===== config.mk =====
export PLATFORM = sky130hd
export DESIGN_NAME = integer_to_ascii_formatter_core
export DESIGN_NICKNAME = d
export VERILOG_FILES = /design/src/rtl/itoa_pkg.sv /design/src/rtl/itoa_div.sv /design/src/rtl/itoa_store.sv /design/src/rtl/itoa_emit.sv /design/src/rtl/integer_to_ascii_formatter_core.sv
export SDC_FILE = /design/constraint.sdc
export NUM_CORES = 1
export LEC_CHECK = 0
export CORE_AREA = 2 2 252 254
export CTS_BUF_LIST = sky130_fd_sc_hd__clkbuf_4
export CTS_CLUSTER_DIAMETER = 60
export DETAILED_ROUTE_END_ITERATION = 10
export DIE_AREA = 0 0 254 256
export DONT_BUFFER_PORTS = 1
export GPL_ROUTABILITY_DRIVEN = 0
export GPL_TIMING_DRIVEN = 0
export PLACE_DENSITY = 0.7
export SLEW_MARGIN = 20
export SYNTH_ARGS = -nofsm -noshare
export SYNTH_HDL_FRONTEND = slang
export SYNTH_SLANG_ARGS = --single-unit

===== constraint.sdc =====
create_clock -name clk -period 16.1 [get_ports clk]
set_clock_uncertainty 0.05 [all_clocks]
set_input_delay 3.22 -clock clk [delete_from_list [all_inputs] [get_ports clk]]
set_output_delay 3.22 -clock clk [all_outputs]
set_load 0.02 [all_outputs]

===== src/rtl/itoa_pkg.sv =====
// itoa_pkg: shared constants, register map, state types and the digit-to-character function
// for the integer to ascii formatter; no dependencies
package itoa_pkg;

	// field widths fixed by the interface
	localparam int NUM_W         = 64;
	localparam int RADIX_W       = 6;
	localparam int FW_W          = 7;
	localparam int CHAR_W        = 8;
	localparam int ADDR_W        = 5;
	localparam int DATA_W        = 32;
	localparam int MAX_FIELD_DEF = 64;

	// serial divider: bits of the dividend consumed per cycle
	localparam int DIV_BITS  = 8;
	localparam int DIV_STEPS = NUM_W / DIV_BITS;
	localparam int DIV_CNT_W = $clog2(DIV_STEPS);

	// radix limits and reset values
	localparam logic [RADIX_W-1:0] RADIX_MIN   = 6'd2;
	localparam logic [RADIX_W-1:0] RADIX_MAX   = 6'd36;
	localparam logic [RADIX_W-1:0] RADIX_RESET = 6'd10;
	localparam logic [FW_W-1:0]    FW_RESET    = 7'd20;

	// ascii codes
	localparam logic [CHAR_W-1:0] CH_ZERO    = 8'h30;
	localparam logic [CHAR_W-1:0] CH_SPACE   = 8'h20;
	localparam logic [CHAR_W-1:0] CH_MINUS   = 8'h2d;
	localparam logic [CHAR_W-1:0] CH_PLUS    = 8'h2b;
	localparam logic [CHAR_W-1:0] CH_LOWER_A = 8'h61;
	localparam logic [CHAR_W-1:0] CH_UPPER_A = 8'h41;
	localparam logic [CHAR_W-1:0] CH_NUL     = 8'h00;

	// register map, word index
	typedef enum logic [2:0] {
		REG_RADIX,
		REG_FIELD_WIDTH,
		REG_IS_SIGNED,
		REG_FORCE_SIGN,
		REG_UPPER_CASE,
		REG_ZERO_EMPTY,
		REG_FILL_MODE,
		REG_NULL_TERM
	} reg_idx_t;

	// top level phase
	typedef enum logic [1:0] {
		PH_IDLE,
		PH_DIVIDE,
		PH_LOAD,
		PH_EMIT
	} phase_t;

	// emitter section
	typedef enum logic [2:0] {
		SEC_IDLE,
		SEC_SIGN,
		SEC_FILL,
		SEC_DIGIT,
		SEC_TERM
	} sec_t;

	// per-item format handed to the emitter
	typedef struct packed {
		logic sign_on;
		logic neg;
		logic zero_fill;
		logic term;
		logic upper;
	} emit_cfg_t;

	// digit value to ascii, digits above 35 wrap modulo 36
	function automatic logic [CHAR_W-1:0] digit_char(input logic [RADIX_W-1:0] d,
		input logic upper);
		logic [RADIX_W-1:0] m;
		logic [CHAR_W-1:0] base;
		m = (d >= RADIX_MAX) ? RADIX_W'(d - RADIX_MAX) : d;
		base = upper ? CH_UPPER_A : CH_LOWER_A;
		if (m < 6'd10) begin
			digit_char = CHAR_W'(CH_ZERO + {2'b00, m});
		end else begin
			digit_char = CHAR_W'(base + {2'b00, m} - 8'd10);
		end
	endfunction

endpackage


===== src/rtl/itoa_div.sv =====
// itoa_div: digit-serial divider, one remainder digit per run started by go, eight dividend bits
// per cycle through a narrow compare-subtract chain; depends on itoa_pkg
module itoa_div (
	input  logic                           clk,
	input  logic                           arst_n,
	input  logic                           load,
	input  logic [itoa_pkg::NUM_W-1:0]     value,
	input  logic                           go,
	input  logic [itoa_pkg::RADIX_W-1:0]   base,
	output logic [itoa_pkg::NUM_W-1:0]     val,
	output logic [itoa_pkg::RADIX_W-1:0]   digit,
	output logic                           busy,
	output logic                           done
);
	import itoa_pkg::*;

	logic [NUM_W-1:0]     val_q;
	logic [RADIX_W-1:0]   acc_q;
	logic [DIV_CNT_W-1:0] step_q;
	logic                 busy_q;
	logic                 done_q;
	logic [RADIX_W-1:0]   acc_nx;
	logic [DIV_BITS-1:0]  qbits;
	logic                 last_step;

	// one step of restoring division: shift in eight dividend bits
	always_comb begin
		logic [RADIX_W:0] t;
		acc_nx = acc_q;
		qbits = '0;
		t = '0;
		for (int j = 0; j < DIV_BITS; j++) begin
			t = {acc_nx, val_q[NUM_W-1-j]};
			if (t >= {1'b0, base}) begin
				qbits[DIV_BITS-1-j] = 1'b1;
				acc_nx = RADIX_W'(t - {1'b0, base});
			end else begin
				acc_nx = t[RADIX_W-1:0];
			end
		end
	end

	assign last_step = (step_q == DIV_CNT_W'(DIV_STEPS - 1));

	// dividend shifts out at the top while quotient bits fill in at the bottom
	always_ff @(posedge clk) begin
		if (load) begin
			val_q <= value;
		end else if (busy_q) begin
			val_q <= {val_q[NUM_W-DIV_BITS-1:0], qbits};
		end
		if (go) begin
			acc_q <= '0;
		end else if (busy_q) begin
			acc_q <= acc_nx;
		end
	end

	// step sequencing
	always_ff @(posedge clk or negedge arst_n) begin
		if (!arst_n) begin
			step_q <= '0;
			busy_q <= 1'b0;
			done_q <= 1'b0;
		end else begin
			done_q <= busy_q && last_step;
			if (go) begin
				step_q <= '0;
				busy_q <= 1'b1;
			end else if (busy_q) begin
				step_q <= DIV_CNT_W'(step_q + 1'b1);
				if (last_step) begin
					busy_q <= 1'b0;
				end
			end
		end
	end

	assign val   = val_q;
	assign digit = acc_q;
	assign busy  = busy_q;
	assign done  = done_q;

endmodule


===== src/rtl/itoa_store.sv =====
// itoa_store: digit memory, one write port and one registered read port
// depends on itoa_pkg for the digit width
module itoa_store #(
	parameter int DEPTH = itoa_pkg::MAX_FIELD_DEF
) (
	input  logic                           clk,
	input  logic                           we,
	input  logic [$clog2(DEPTH)-1:0]       waddr,
	input  logic [itoa_pkg::RADIX_W-1:0]   wdata,
	input  logic [$clog2(DEPTH)-1:0]       raddr,
	output logic [itoa_pkg::RADIX_W-1:0]   rdata
);
	import itoa_pkg::*;

	logic [RADIX_W-1:0] mem [DEPTH];
	logic [RADIX_W-1:0] rdata_q;

	// write and registered read
	always_ff @(posedge clk) begin
		if (we) begin
			mem[waddr] <= wdata;
		end
		rdata_q <= mem[raddr];
	end

	assign rdata = rdata_q;

endmodule


===== src/rtl/itoa_emit.sv =====
// itoa_emit: character sequencer (sign, fill, digits from memory, terminator) with output register
// depends on itoa_pkg
module itoa_emit #(
	parameter int MAX_FIELD = itoa_pkg::MAX_FIELD_DEF
) (
	input  logic                               clk,
	input  logic                               arst_n,
	input  logic                               start,
	input  itoa_pkg::emit_cfg_t                cfg,
	input  logic [$clog2(MAX_FIELD+1)-1:0]     fill_cnt,
	input  logic [$clog2(MAX_FIELD+1)-1:0]     dig_cnt,
	output logic [$clog2(MAX_FIELD)-1:0]       rd_addr,
	input  logic [itoa_pkg::RADIX_W-1:0]       rd_data,
	output logic                               busy,
	output logic [itoa_pkg::CHAR_W-1:0]        char_out,
	output logic                               last_char,
	output logic                               out_valid,
	input  logic                               out_ready
);
	import itoa_pkg::*;

	localparam int CW = $clog2(MAX_FIELD + 1);
	localparam int AW = $clog2(MAX_FIELD);

	sec_t              sec_q, sec_d;
	logic [CW-1:0]     fill_q, fill_d;
	logic [CW-1:0]     dig_q, dig_d;
	logic [AW-1:0]     dp_q, dp_d;
	emit_cfg_t         cfg_q, cfg_d;
	logic              ovalid_q;
	logic [CHAR_W-1:0] char_q;
	logic              last_q;
	logic              load;
	logic [CHAR_W-1:0] ch;
	logic [CW-1:0]     dig_m1;

	assign load   = (sec_q != SEC_IDLE) && (!ovalid_q || out_ready);
	assign dig_m1 = CW'(dig_cnt - 1'b1);

	// section sequencing and character select
	always_comb begin
		sec_d  = sec_q;
		fill_d = fill_q;
		dig_d  = dig_q;
		dp_d   = dp_q;
		cfg_d  = cfg_q;
		ch     = CH_NUL;
		unique case (sec_q)
			SEC_IDLE: begin
				if (start) begin
					cfg_d  = cfg;
					fill_d = fill_cnt;
					dig_d  = dig_cnt;
					dp_d   = dig_m1[AW-1:0];
					if (cfg.sign_on) begin
						sec_d = SEC_SIGN;
					end else if (fill_cnt != '0) begin
						sec_d = SEC_FILL;
					end else if (dig_cnt != '0) begin
						sec_d = SEC_DIGIT;
					end else if (cfg.term) begin
						sec_d = SEC_TERM;
					end
				end
			end
			SEC_SIGN: begin
				ch = cfg_q.neg ? CH_MINUS : CH_PLUS;
				if (load) begin
					if (fill_q != '0) begin
						sec_d = SEC_FILL;
					end else if (dig_q != '0) begin
						sec_d = SEC_DIGIT;
					end else if (cfg_q.term) begin
						sec_d = SEC_TERM;
					end else begin
						sec_d = SEC_IDLE;
					end
				end
			end
			SEC_FILL: begin
				ch = cfg_q.zero_fill ? CH_ZERO : CH_SPACE;
				if (load) begin
					fill_d = CW'(fill_q - 1'b1);
					if (fill_q != CW'(1)) begin
						sec_d = SEC_FILL;
					end else if (dig_q != '0) begin
						sec_d = SEC_DIGIT;
					end else if (cfg_q.term) begin
						sec_d = SEC_TERM;
					end else begin
						sec_d = SEC_IDLE;
					end
				end
			end
			SEC_DIGIT: begin
				ch = digit_char(rd_data, cfg_q.upper);
				if (load) begin
					dig_d = CW'(dig_q - 1'b1);
					dp_d  = AW'(dp_q - 1'b1);
					if (dig_q != CW'(1)) begin
						sec_d = SEC_DIGIT;
					end else if (cfg_q.term) begin
						sec_d = SEC_TERM;
					end else begin
						sec_d = SEC_IDLE;
					end
				end
			end
			SEC_TERM: begin
				ch = CH_NUL;
				if (load) begin
					sec_d = SEC_IDLE;
				end
			end
			default: begin
				sec_d = SEC_IDLE;
			end
		endcase
	end

	// read address follows the next pointer so read data matches dp_q
	assign rd_addr = dp_d;

	// sequencer state
	always_ff @(posedge clk or negedge arst_n) begin
		if (!arst_n) begin
			sec_q <= SEC_IDLE;
		end else begin
			sec_q <= sec_d;
		end
	end

	always_ff @(posedge clk) begin
		fill_q <= fill_d;
		dig_q  <= dig_d;
		dp_q   <= dp_d;
		cfg_q  <= cfg_d;
	end

	// output register
	always_ff @(posedge clk or negedge arst_n) begin
		if (!arst_n) begin
			ovalid_q <= 1'b0;
			last_q   <= 1'b0;
		end else if (load) begin
			ovalid_q <= 1'b1;
			last_q   <= (sec_d == SEC_IDLE);
		end else if (out_ready) begin
			ovalid_q <= 1'b0;
		end
	end

	always_ff @(posedge clk) begin
		if (load) begin
			char_q <= ch;
		end
	end

	assign busy      = (sec_q != SEC_IDLE);
	assign char_out  = char_q;
	assign last_char = last_q;
	assign out_valid = ovalid_q;

endmodule


===== src/rtl/integer_to_ascii_formatter_core.sv =====
// integer_to_ascii_formatter_core: top level, config registers, digit generation control
// digits come one at a time from the serial divider (8 dividend bits per cycle), then the
// emitter runs; characters leave one per cycle while out_ready is high; one item at a time
// reset: config registers return to their reset values and all control clears; the digit
// memory is not cleared, as every entry read was written for the same item
module integer_to_ascii_formatter_core #(
	parameter int MAX_FIELD = itoa_pkg::MAX_FIELD_DEF
) (
	input  logic                           clk,
	input  logic                           arst_n,
	input  logic                           psel,
	input  logic                           penable,
	input  logic                           pwrite,
	input  logic [itoa_pkg::ADDR_W-1:0]    paddr,
	input  logic [itoa_pkg::DATA_W-1:0]    pwdata,
	output logic [itoa_pkg::DATA_W-1:0]    prdata,
	output logic                           pready,
	input  logic [itoa_pkg::NUM_W-1:0]     number,
	input  logic                           in_valid,
	output logic                           in_ready,
	output logic [itoa_pkg::CHAR_W-1:0]    char_out,
	output logic                           last_char,
	output logic                           out_valid,
	input  logic                           out_ready
);
	import itoa_pkg::*;

	localparam int CW = $clog2(MAX_FIELD + 1);
	localparam int AW = $clog2(MAX_FIELD);

	// configuration registers
	logic [RADIX_W-1:0] radix_q;
	logic [FW_W-1:0]    fw_q;
	logic               is_signed_q;
	logic               force_sign_q;
	logic               upper_q;
	logic               zero_empty_q;
	logic [1:0]         fill_mode_q;
	logic               null_term_q;
	logic               cfg_wr;
	reg_idx_t           reg_idx;

	phase_t             ph_q, ph_d;
	logic               accept;
	logic               neg, sign_on;
	logic [NUM_W-1:0]   mag;
	logic [1:0]         ovh;
	logic [FW_W-1:0]    width7, area7;
	logic [RADIX_W-1:0] base;
	logic               neg_q, sign_q;
	logic [CW-1:0]      area_q, cnt_q;

	logic [NUM_W-1:0]   div_val;
	logic [RADIX_W-1:0] div_digit;
	logic               div_busy, div_done, div_go;
	logic               finish, fixup;
	logic               mem_we;
	logic [RADIX_W-1:0] mem_wdata;
	logic [AW-1:0]      mem_raddr;
	logic [RADIX_W-1:0] mem_rdata;
	logic               emit_start, emit_busy;
	emit_cfg_t          emit_cfg;
	logic [CW-1:0]      fill_cnt;

	// register write decode
	assign pready  = 1'b1;
	assign cfg_wr  = psel && penable && pwrite;
	assign reg_idx = reg_idx_t'(paddr[ADDR_W-1:2]);

	always_ff @(posedge clk or negedge arst_n) begin
		if (!arst_n) begin
			radix_q      <= RADIX_RESET;
			fw_q         <= FW_RESET;
			is_signed_q  <= 1'b0;
			force_sign_q <= 1'b0;
			upper_q      <= 1'b0;
			zero_empty_q <= 1'b0;
			fill_mode_q  <= 2'b00;
			null_term_q  <= 1'b0;
		end else if (cfg_wr) begin
			unique case (reg_idx)
				REG_RADIX:       radix_q      <= pwdata[RADIX_W-1:0];
				REG_FIELD_WIDTH: fw_q         <= pwdata[FW_W-1:0];
				REG_IS_SIGNED:   is_signed_q  <= pwdata[0];
				REG_FORCE_SIGN:  force_sign_q <= pwdata[0];
				REG_UPPER_CASE:  upper_q      <= pwdata[0];
				REG_ZERO_EMPTY:  zero_empty_q <= pwdata[0];
				REG_FILL_MODE:   fill_mode_q  <= pwdata[1:0];
				REG_NULL_TERM:   null_term_q  <= pwdata[0];
			endcase
		end
	end

	// register read mux
	always_comb begin
		unique case (reg_idx)
			REG_RADIX:       prdata = DATA_W'(radix_q);
			REG_FIELD_WIDTH: prdata = DATA_W'(fw_q);
			REG_IS_SIGNED:   prdata = DATA_W'(is_signed_q);
			REG_FORCE_SIGN:  prdata = DATA_W'(force_sign_q);
			REG_UPPER_CASE:  prdata = DATA_W'(upper_q);
			REG_ZERO_EMPTY:  prdata = DATA_W'(zero_empty_q);
			REG_FILL_MODE:   prdata = DATA_W'(fill_mode_q);
			REG_NULL_TERM:   prdata = DATA_W'(null_term_q);
		endcase
	end

	// clamp radix into the supported range
	assign base = (radix_q < RADIX_MIN) ? RADIX_MIN :
		((radix_q > RADIX_MAX) ? RADIX_MAX : radix_q);

	// sign, magnitude and digit area of the incoming beat
	assign accept  = in_valid && in_ready;
	assign neg     = is_signed_q && number[NUM_W-1];
	assign mag     = neg ? NUM_W'(~number + 1'b1) : number;
	assign sign_on = force_sign_q || neg;
	assign ovh     = {1'b0, sign_on} + {1'b0, null_term_q};
	assign width7  = (fw_q > FW_W'(MAX_FIELD)) ? FW_W'(MAX_FIELD) : fw_q;
	assign area7   = (width7 > {{(FW_W-2){1'b0}}, ovh}) ?
		FW_W'(width7 - {{(FW_W-2){1'b0}}, ovh}) : '0;

	// digit loop: stop at zero quotient or a full digit area
	assign finish = (div_val == '0) || (cnt_q == area_q);
	assign div_go = (ph_q == PH_DIVIDE) && !div_busy && !div_done && !finish;
	assign fixup  = (ph_q == PH_DIVIDE) && !div_busy && !div_done && finish &&
		(cnt_q == '0) && !zero_empty_q && (area_q != '0);

	assign mem_we    = div_done || fixup;
	assign mem_wdata = div_done ? div_digit : '0;

	// phase control
	always_comb begin
		ph_d = ph_q;
		emit_start = 1'b0;
		unique case (ph_q)
			PH_IDLE: begin
				if (accept) begin
					ph_d = PH_DIVIDE;
				end
			end
			PH_DIVIDE: begin
				if (!div_busy && !div_done && finish) begin
					ph_d = PH_LOAD;
				end
			end
			PH_LOAD: begin
				emit_start = 1'b1;
				ph_d = PH_EMIT;
			end
			PH_EMIT: begin
				if (!emit_busy) begin
					ph_d = PH_IDLE;
				end
			end
		endcase
	end

	always_ff @(posedge clk or negedge arst_n) begin
		if (!arst_n) begin
			ph_q  <= PH_IDLE;
			cnt_q <= '0;
		end else begin
			ph_q <= ph_d;
			if (accept) begin
				cnt_q <= '0;
			end else if (div_done) begin
				cnt_q <= CW'(cnt_q + 1'b1);
			end else if (fixup) begin
				cnt_q <= CW'(1);
			end
		end
	end

	// per-item format
	always_ff @(posedge clk) begin
		if (accept) begin
			neg_q  <= neg;
			sign_q <= sign_on;
			area_q <= CW'(area7);
		end
	end

	assign in_ready = (ph_q == PH_IDLE);

	assign emit_cfg.sign_on   = sign_q;
	assign emit_cfg.neg       = neg_q;
	assign emit_cfg.zero_fill = fill_mode_q[1];
	assign emit_cfg.term      = null_term_q;
	assign emit_cfg.upper     = upper_q;
	assign fill_cnt = (fill_mode_q != 2'b00) ? CW'(area_q - cnt_q) : '0;

	itoa_div u_div (
		.clk    (clk),
		.arst_n (arst_n),
		.load   (accept),
		.value  (mag),
		.go     (div_go),
		.base   (base),
		.val    (div_val),
		.digit  (div_digit),
		.busy   (div_busy),
		.done   (div_done)
	);

	itoa_store #(
		.DEPTH (MAX_FIELD)
	) u_store (
		.clk   (clk),
		.we    (mem_we),
		.waddr (cnt_q[AW-1:0]),
		.wdata (mem_wdata),
		.raddr (mem_raddr),
		.rdata (mem_rdata)
	);

	itoa_emit #(
		.MAX_FIELD (MAX_FIELD)
	) u_emit (
		.clk       (clk),
		.arst_n    (arst_n),
		.start     (emit_start),
		.cfg       (emit_cfg),
		.fill_cnt  (fill_cnt),
		.dig_cnt   (cnt_q),
		.rd_addr   (mem_raddr),
		.rd_data   (mem_rdata),
		.busy      (emit_busy),
		.char_out  (char_out),
		.last_char (last_char),
		.out_valid (out_valid),
		.out_ready (out_ready)
	);

endmodule

After elaboration in Yosys (flattened, before gate mapping)
Memory sizes are Yosys's and may differ from the RTL's. A register that Yosys moved wholly into a read port is not among the register bits.
Cells that the tools add are included.
{ "totals": {"latchBits": 0, "out_inout_bits": 44, "register_bits": 150, "inputBits": 108, "word_cells": 218, "rom_bits": 0, "n_memories": 1, "ramBits": 384} }
{ "memory_table": {"columns": ["memory", "words", "word_bits", "read_ports", "rd_clocked_by_memory_dff", "write_ports", "line", "text"], "rows": [
  ["u_store.mem", 64, 6, 1, 1, 1, "itoa_store.sv:15", "logic [RADIX_W-1:0] mem [DEPTH];"]
]} }
{ "classes": {"n_eq_ne": 24, "mul": 0, "n_shift": 0, "n_reduce_logical": 55, "bitwise_logic": 1, "magnitude_cmp": 14, "n_div": 0, "mux": 72, "n_addsub": 22} }
{ "op_table": {"columns": ["operator", "count"], "rows": [
  ["32-bit case mux with 8 select lines", 1],
  ["64-bit two-way mux", 3],
  ["6-bit two-way mux", 15],
  ["64-bit by 1-bit adder with 64-bit output (second input constant)", 1],
  ["64-bit zero test", 1],
  ["64-bit NOT", 1],
  ["7-bit two-way mux", 9],
  ["7-bit by 6-bit greater-or-equal comparator with 1-bit output", 8],
  ["3-bit two-way mux", 17],
  ["6-bit subtractor", 8],
  ["7-bit nonzero test", 5],
  ["7-bit case mux with 2 select lines", 2],
  ["8-bit case mux with 3 select lines", 1],
  ["3-bit equality test (second input constant)", 6],
  ["2-bit AND reduction", 9],
  ["1-bit two-way mux", 16],
  ["1-bit logical AND", 15],
  ["3-bit case mux with 5 select lines", 1],
  ["7-bit by 1-bit != test with 1-bit output (second input constant)", 2],
  ["7-bit by 1-bit subtractor with 7-bit output (second input constant)", 2],
  ["3-bit by 2-bit equality test with 1-bit output (second input constant)", 4],
  ["6-bit case mux with 2 select lines", 1],
  ["2-bit nonzero test", 6],
  ["6-bit by 1-bit subtractor with 6-bit output (second input constant)", 2],
  ["other kinds (32)", 52]
]} }

Logic depth before layout (Yosys ltp)
{ "logic_depth": {"word_depth": 21, "ltp_mapped": 83, "depth_no_buf": 78} }

By module
Synthesis repeated with hierarchy kept, for this count alone.
{ "hier_totals": {"hier_cells": 2056, "hier_area_um2": 27891.8} }
{ "modules_own_cells": {"columns": ["module", "n_inst", "area_per_inst_um2", "cells_per_inst", "seq_area_each_um2"], "rows": [
  ["itoa_store", 1, 15225.9, 720, 11651.2],
  ["itoa_div", 1, 5794.3, 517, 2167.1],
  ["integer_to_ascii_formatter_core", 1, 4261.6, 522, 1001.0],
  ["itoa_emit", 1, 2610.0, 297, 1026.0]
]} }

Worst setup path before layout
OpenSTA, ideal clock, no wires.
{ "synth_path": {"path_kind": "register to register", "startpoint": "reg radix_q[5]", "endpoint": "reg u_div.acc_q[3] (netlist: u_div.digit[3])", "setup_ns": 0.093, "setup_slack_ns": -0.623, "path_stages_with_launch": 80, "arrival_time_ns": 16.581, "synth_period_minus_slack_ns": 16.723, "path_buffers": 4, "required_time_ns": 15.957, "cell_sequence": "dfrtp_1 -> clkinv_1 -> o21ai_0 -> ha_1 -> nand3b_1 -> nand2_1 -> o21ai_2 -> nand2_1 -> mux2_2 -> ha_1 -> o21ai_0 -> a21oi_1 -> o31a_1 -> a311oi_2 -> nand2_2 -> clkbuf_1 -> o21ai_0 -> inv_1 -> (+44 left out) -> nand2b_1 -> a21o_1 -> a21o_1 -> a211oi_1 -> inv_1 -> a211oi_2 -> mux2i_1 -> mux2i_1 -> ha_1 -> a21o_1 -> a21o_1 -> a21o_1 -> a21o_1 -> a31o_2 -> a21oi_1 -> o221ai_4 -> and2_1 -> o32ai_1"} }
{ "synth_between": {"elab_chain_len": 19, "word_cells_on_any_way": 28, "cone_classes": "add/sub (8); order compare (10); mux (10)"} }
{ "synth_lines": {"columns": ["item", "line", "text"], "rows": [
  ["start, declared", "integer_to_ascii_formatter_core.sv:32", "logic [RADIX_W-1:0] radix_q;"],
  ["start signal, assigned", "integer_to_ascii_formatter_core.sv:82", "REG_RADIX: radix_q <= pwdata[RADIX_W-1:0];"],
  ["6-bit > comparator", "integer_to_ascii_formatter_core.sv:110", "((radix_q > RADIX_MAX) ? RADIX_MAX : radix_q);"],
  ["6-bit two-way mux", "integer_to_ascii_formatter_core.sv:110", null],
  ["6-bit two-way mux *", "integer_to_ascii_formatter_core.sv:109", "assign base = (radix_q < RADIX_MIN) ? RADIX_MIN :"],
  ["6-bit subtractor or 7-bit by 6-bit greater-or-equal comparator with 1-bit output (tied branches)", "itoa_div.sv:36, itoa_div.sv:34", null],
  ["6-bit two-way mux", "itoa_div.sv:34", "if (t >= {1'b0, base}) begin"],
  ["6-bit subtractor or 7-bit by 6-bit greater-or-equal comparator with 1-bit output (tied branches)", "itoa_div.sv:36, itoa_div.sv:34", null],
  ["6-bit two-way mux", "itoa_div.sv:34", null],
  ["6-bit subtractor or 7-bit by 6-bit greater-or-equal comparator with 1-bit output (tied branches)", "itoa_div.sv:36, itoa_div.sv:34", null],
  ["(+3 left out)", null, null],
  ["6-bit subtractor or 7-bit by 6-bit greater-or-equal comparator with 1-bit output (tied branches)", "itoa_div.sv:36, itoa_div.sv:34", null],
  ["6-bit two-way mux", "itoa_div.sv:34", null],
  ["6-bit subtractor or 7-bit by 6-bit greater-or-equal comparator with 1-bit output (tied branches)", "itoa_div.sv:36, itoa_div.sv:34", null],
  ["6-bit two-way mux", "itoa_div.sv:34", null],
  ["7-bit by 6-bit greater-or-equal comparator with 1-bit output or 6-bit subtractor (tied branches)", "itoa_div.sv:34, itoa_div.sv:36", null],
  ["6-bit two-way mux", "itoa_div.sv:34", null],
  ["6-bit subtractor or 7-bit by 6-bit greater-or-equal comparator with 1-bit output (tied branches)", "itoa_div.sv:36, itoa_div.sv:34", null],
  ["6-bit two-way mux *", "itoa_div.sv:34", null],
  ["end signal, assigned", "itoa_div.sv:55", "acc_q <= acc_nx;"],
  ["end, declared", "itoa_div.sv:18", "logic [RADIX_W-1:0] acc_q;"]
]} }
Mark *: on every way between the ends. The rest lies on a longest branch, timed or not.
A chain may end at the register's enable or synchronous reset.

Final worst setup path
{ "layout_path": {"startpoint": "reg radix_q[3]", "endpoint": "reg u_div.acc_q[3] (netlist: u_div.digit[3])"} }
Same word-level chain as after synthesis.

==> impl_metrics.py <==
metrics = {
    "outcome": {
        "status": "finished, final reports clean",
    },
    "detailed_routing": {
        "drt-pass1-iter-count": 8,
        "routedWlPerCell_um": 20.3,
        "wl_mm": 77.2,
        "drc": 0,
        "via_per_inst": 5.77,
        "vias": 21906,
        "antenna_left": 0,
        "drt-initial-drc-count": 2071,
    },
    "placed_design": {
        "io_buffers": 0,
        "dp.final_hpwl_mm": 53.4,
    },
    "synth": {
        "syn_area_per_cell_sq_um": 10.6,
        "syn_area_sq_um": 27800,
        "yosysSeqAreaShare": 0.570,
        "yosysMostFrequentCell": "nand2_1",
        "ys_seq_elements": 540,
        "synthCells": 2625,
        "synth_area_leader_cell": "edfxtp_1",
        "synth_edf_count": 483,
        "synth_area_leaders": "edfxtp_1 52%, nand2_1 7.4%, nand3_1 3.9%",
        "dominantRegCellSynth": "edfxtp_1",
        "ys_warn_count": 0,
        "netlist.area_leader.share": 0.522,
        "async_flop_share": 0.0722,
        "ys_types": 84,
        "synth_common_cells": "546 x nand2_1, 483 x edfxtp_1, 219 x nand3_1, 161 x nor2_1, 138 x o21ai_0",
    },
    "layout": {
        "multi_input_area_sq_um": 11500,
        "area_growth_pct": 14.0,
        "fillers": 5487,
        "drive_above_1_share": 0.142,
        "register_area_sq_um": 15800,
        "num-nets-final": 3046,
    },
    "clocking": {
        "cts_tree": "done",
        "clock_sink_count": 540,
        "root_buffer": "clkbuf_4",
        "clk_path_buf_depth": 3,
        "clk_pin_slew_worst_paths_ns": 0.07,
        "htreeDepth": 4,
        "tritoncts.num_buffers": 136,
        "ctsHoldBuffers": 0,
        "clock_latency_ns": 0.96,
    },
    "sta": {
        "fin_crit_ns": 15.70,
        "period_share": 0.975,
        "hold-worst-slack_ns": 0.410,
        "worst_pin_slew_ns": 1.06,
        "setup_viol": 0,
        "drv_slew": 0,
        "hold_viol": 0,
        "slew_headroom": 0.291,
        "fmax_mhz": 63.7,
    },
    "grt": {
        "use_met1": 0.280,
        "grt_overflow_total": 0,
        "met3_usage": 0.0603,
        "grt_busiest_layer": "met2",
        "grt_usage": 0.234,
        "grt_pass1_wl_mm": 118,
        "grt_max_degree": 65,
        "grt.met2_usage": 0.387,
        "antenna_found_initial": 3,
        "first_global_vias": 21636,
    },
    "floorplanning": {
        "die-area_sq_um": 65000,
        "initial_core_util": 0.445,
        "io_pins": 152,
        "dieWidth_um": 254,
        "core_sq_um": 62400,
        "die_h_um": 256,
        "rows": 92,
    },
    "worst_setup_path": {
        "start_kind": "register",
        "crit_top_cell": "a21o_1",
        "slowest_stage": "dfstp_2",
        "r2r_slack_ns": 0.40,
        "crit_required_ns": 16.90,
        "critPathMaxStageDelay_ns": 0.59,
        "cp_max_fo": 10,
        "crit_type": "register to register",
        "cp-end-kind": "register",
        "critPathArrivalTime_ns": 16.50,
    },
    "worst_hold_path": {
        "holdCritPathClass": "register to register",
    },
    "flow_run": {
        "drv_cap": 0,
    },
}
-- layer usage --
metal  vias up  wire, um
met5         -         0
met4         0      3870
met3       251      7460
met2      1179     37000
met1     10431     28900
li1      10045         -
-- worst paths after layout --
path                                    to        from  cells after the start
max                         u_div.digit[3]  radix_q[3]                     81
min                        u_emit.cfg_q[3]       neg_q                      0
max reg2reg                 u_div.digit[3]  radix_q[3]                     81
min reg2reg                u_emit.cfg_q[3]       neg_q                      0
max in group asynchronous          fw_q[2]      arst_n                      0
min in group asynchronous       radix_q[0]      arst_n                      0
-- through the flow --
stage	setup slack, ns	instance area, sq um	setup TNS (ns)	cells	utilization
2_1_floorplan	0.00200	27900	0	2649	-
3_3_place_gp	-2.92	28900	-20.46	3495	0.464
3_5_place_dp	-3.35	29100	-24.11	3501	0.467
4_1_cts	0.0408	31200	0	3759	0.500
5_1_grt	-0.209	31700	-1.24	3796	0.507
6_report	0.402	31700	0	3796	0.507
-- cell type report --
class                      instances  area share
inverter                          83      0.0100
clock buffer                     195      0.0462
buffer                           152      0.0225
multi-input combinational       1874       0.362
tap                              846      0.0334
antenna                            3    0.000237
timing repair buffer              57      0.0168
clock inverter                    46     0.00810
sequential                       540       0.501
-- state kept, by name, indices dropped and copies added (netlist names), 7 cells and up --
name and flops:
u_emit.char_out 8, u_emit.fill_q 7, fw_q 7, cnt_q 7
u_store.mem 384, u_emit.dig_q 7, u_div.val 64, area_q 7
-- placed cells by master (no fill, tap or decap), types with 27 or more instances in the layout --
| master | count |
|---|---|
| edfxtp_1 | 483 |
| o21ai_0 | 130 |
| a21oi_1 | 78 |
| xor2_1 | 51 |
| clkbuf_4 | 196 |
| dfrtp_1 | 34 |
| ha_1 | 77 |
| and3_1 | 32 |
| xnor2_1 | 62 |
| nor4_1 | 27 |
| nor3_1 | 34 |
| buf_4 | 77 |
| clkbuf_1 | 111 |
| nor2_1 | 158 |
| nand3_1 | 219 |
| a311oi_1 | 68 |
| inv_1 | 73 |
| clkinv_1 | 37 |
| nand2_1 | 540 |
| a21o_1 | 27 |
-- logic make-up (layout without fill, tap and decap cells) --
group,count (synthesis),in the layout,share of synthesized area
buffers and inverters,236,533,0.0357
other,2,29,0.000270
AOI/OAI and AO/OA,447,448,0.108
muxes,58,58,0.0222
xor gates and xnor gates,114,114,0.0359
DFF,540,540,0.570
adders and majority gates,94,94,0.0453
and+or+nand+nor,1134,1134,0.182
-- timing repair --
action / CTS / global route
buffers inserted: 17 / 34
resized for setup: 60 / 41
setup endpoints to repair: 8 / 7
endpoints found under the hold margin: 0 / 0
pin swaps: 13 / 27
cloned: 1 / 0
-- worst max-delay path: cells and delay by family (launching register included) --
family / cells / cell delay (ns)
compound gates: 41 / 8.15
fa+ha+maj: 8 / 2.08
buf+inv: 9 / 1.23
flops: 1 / 0.59
mux: 6 / 1.51
simple gates: 17 / 1.95
Power is left out: the tool's default activity adds up to more than one toggle a clock period on the data nets, which glitch-free logic cannot reach.
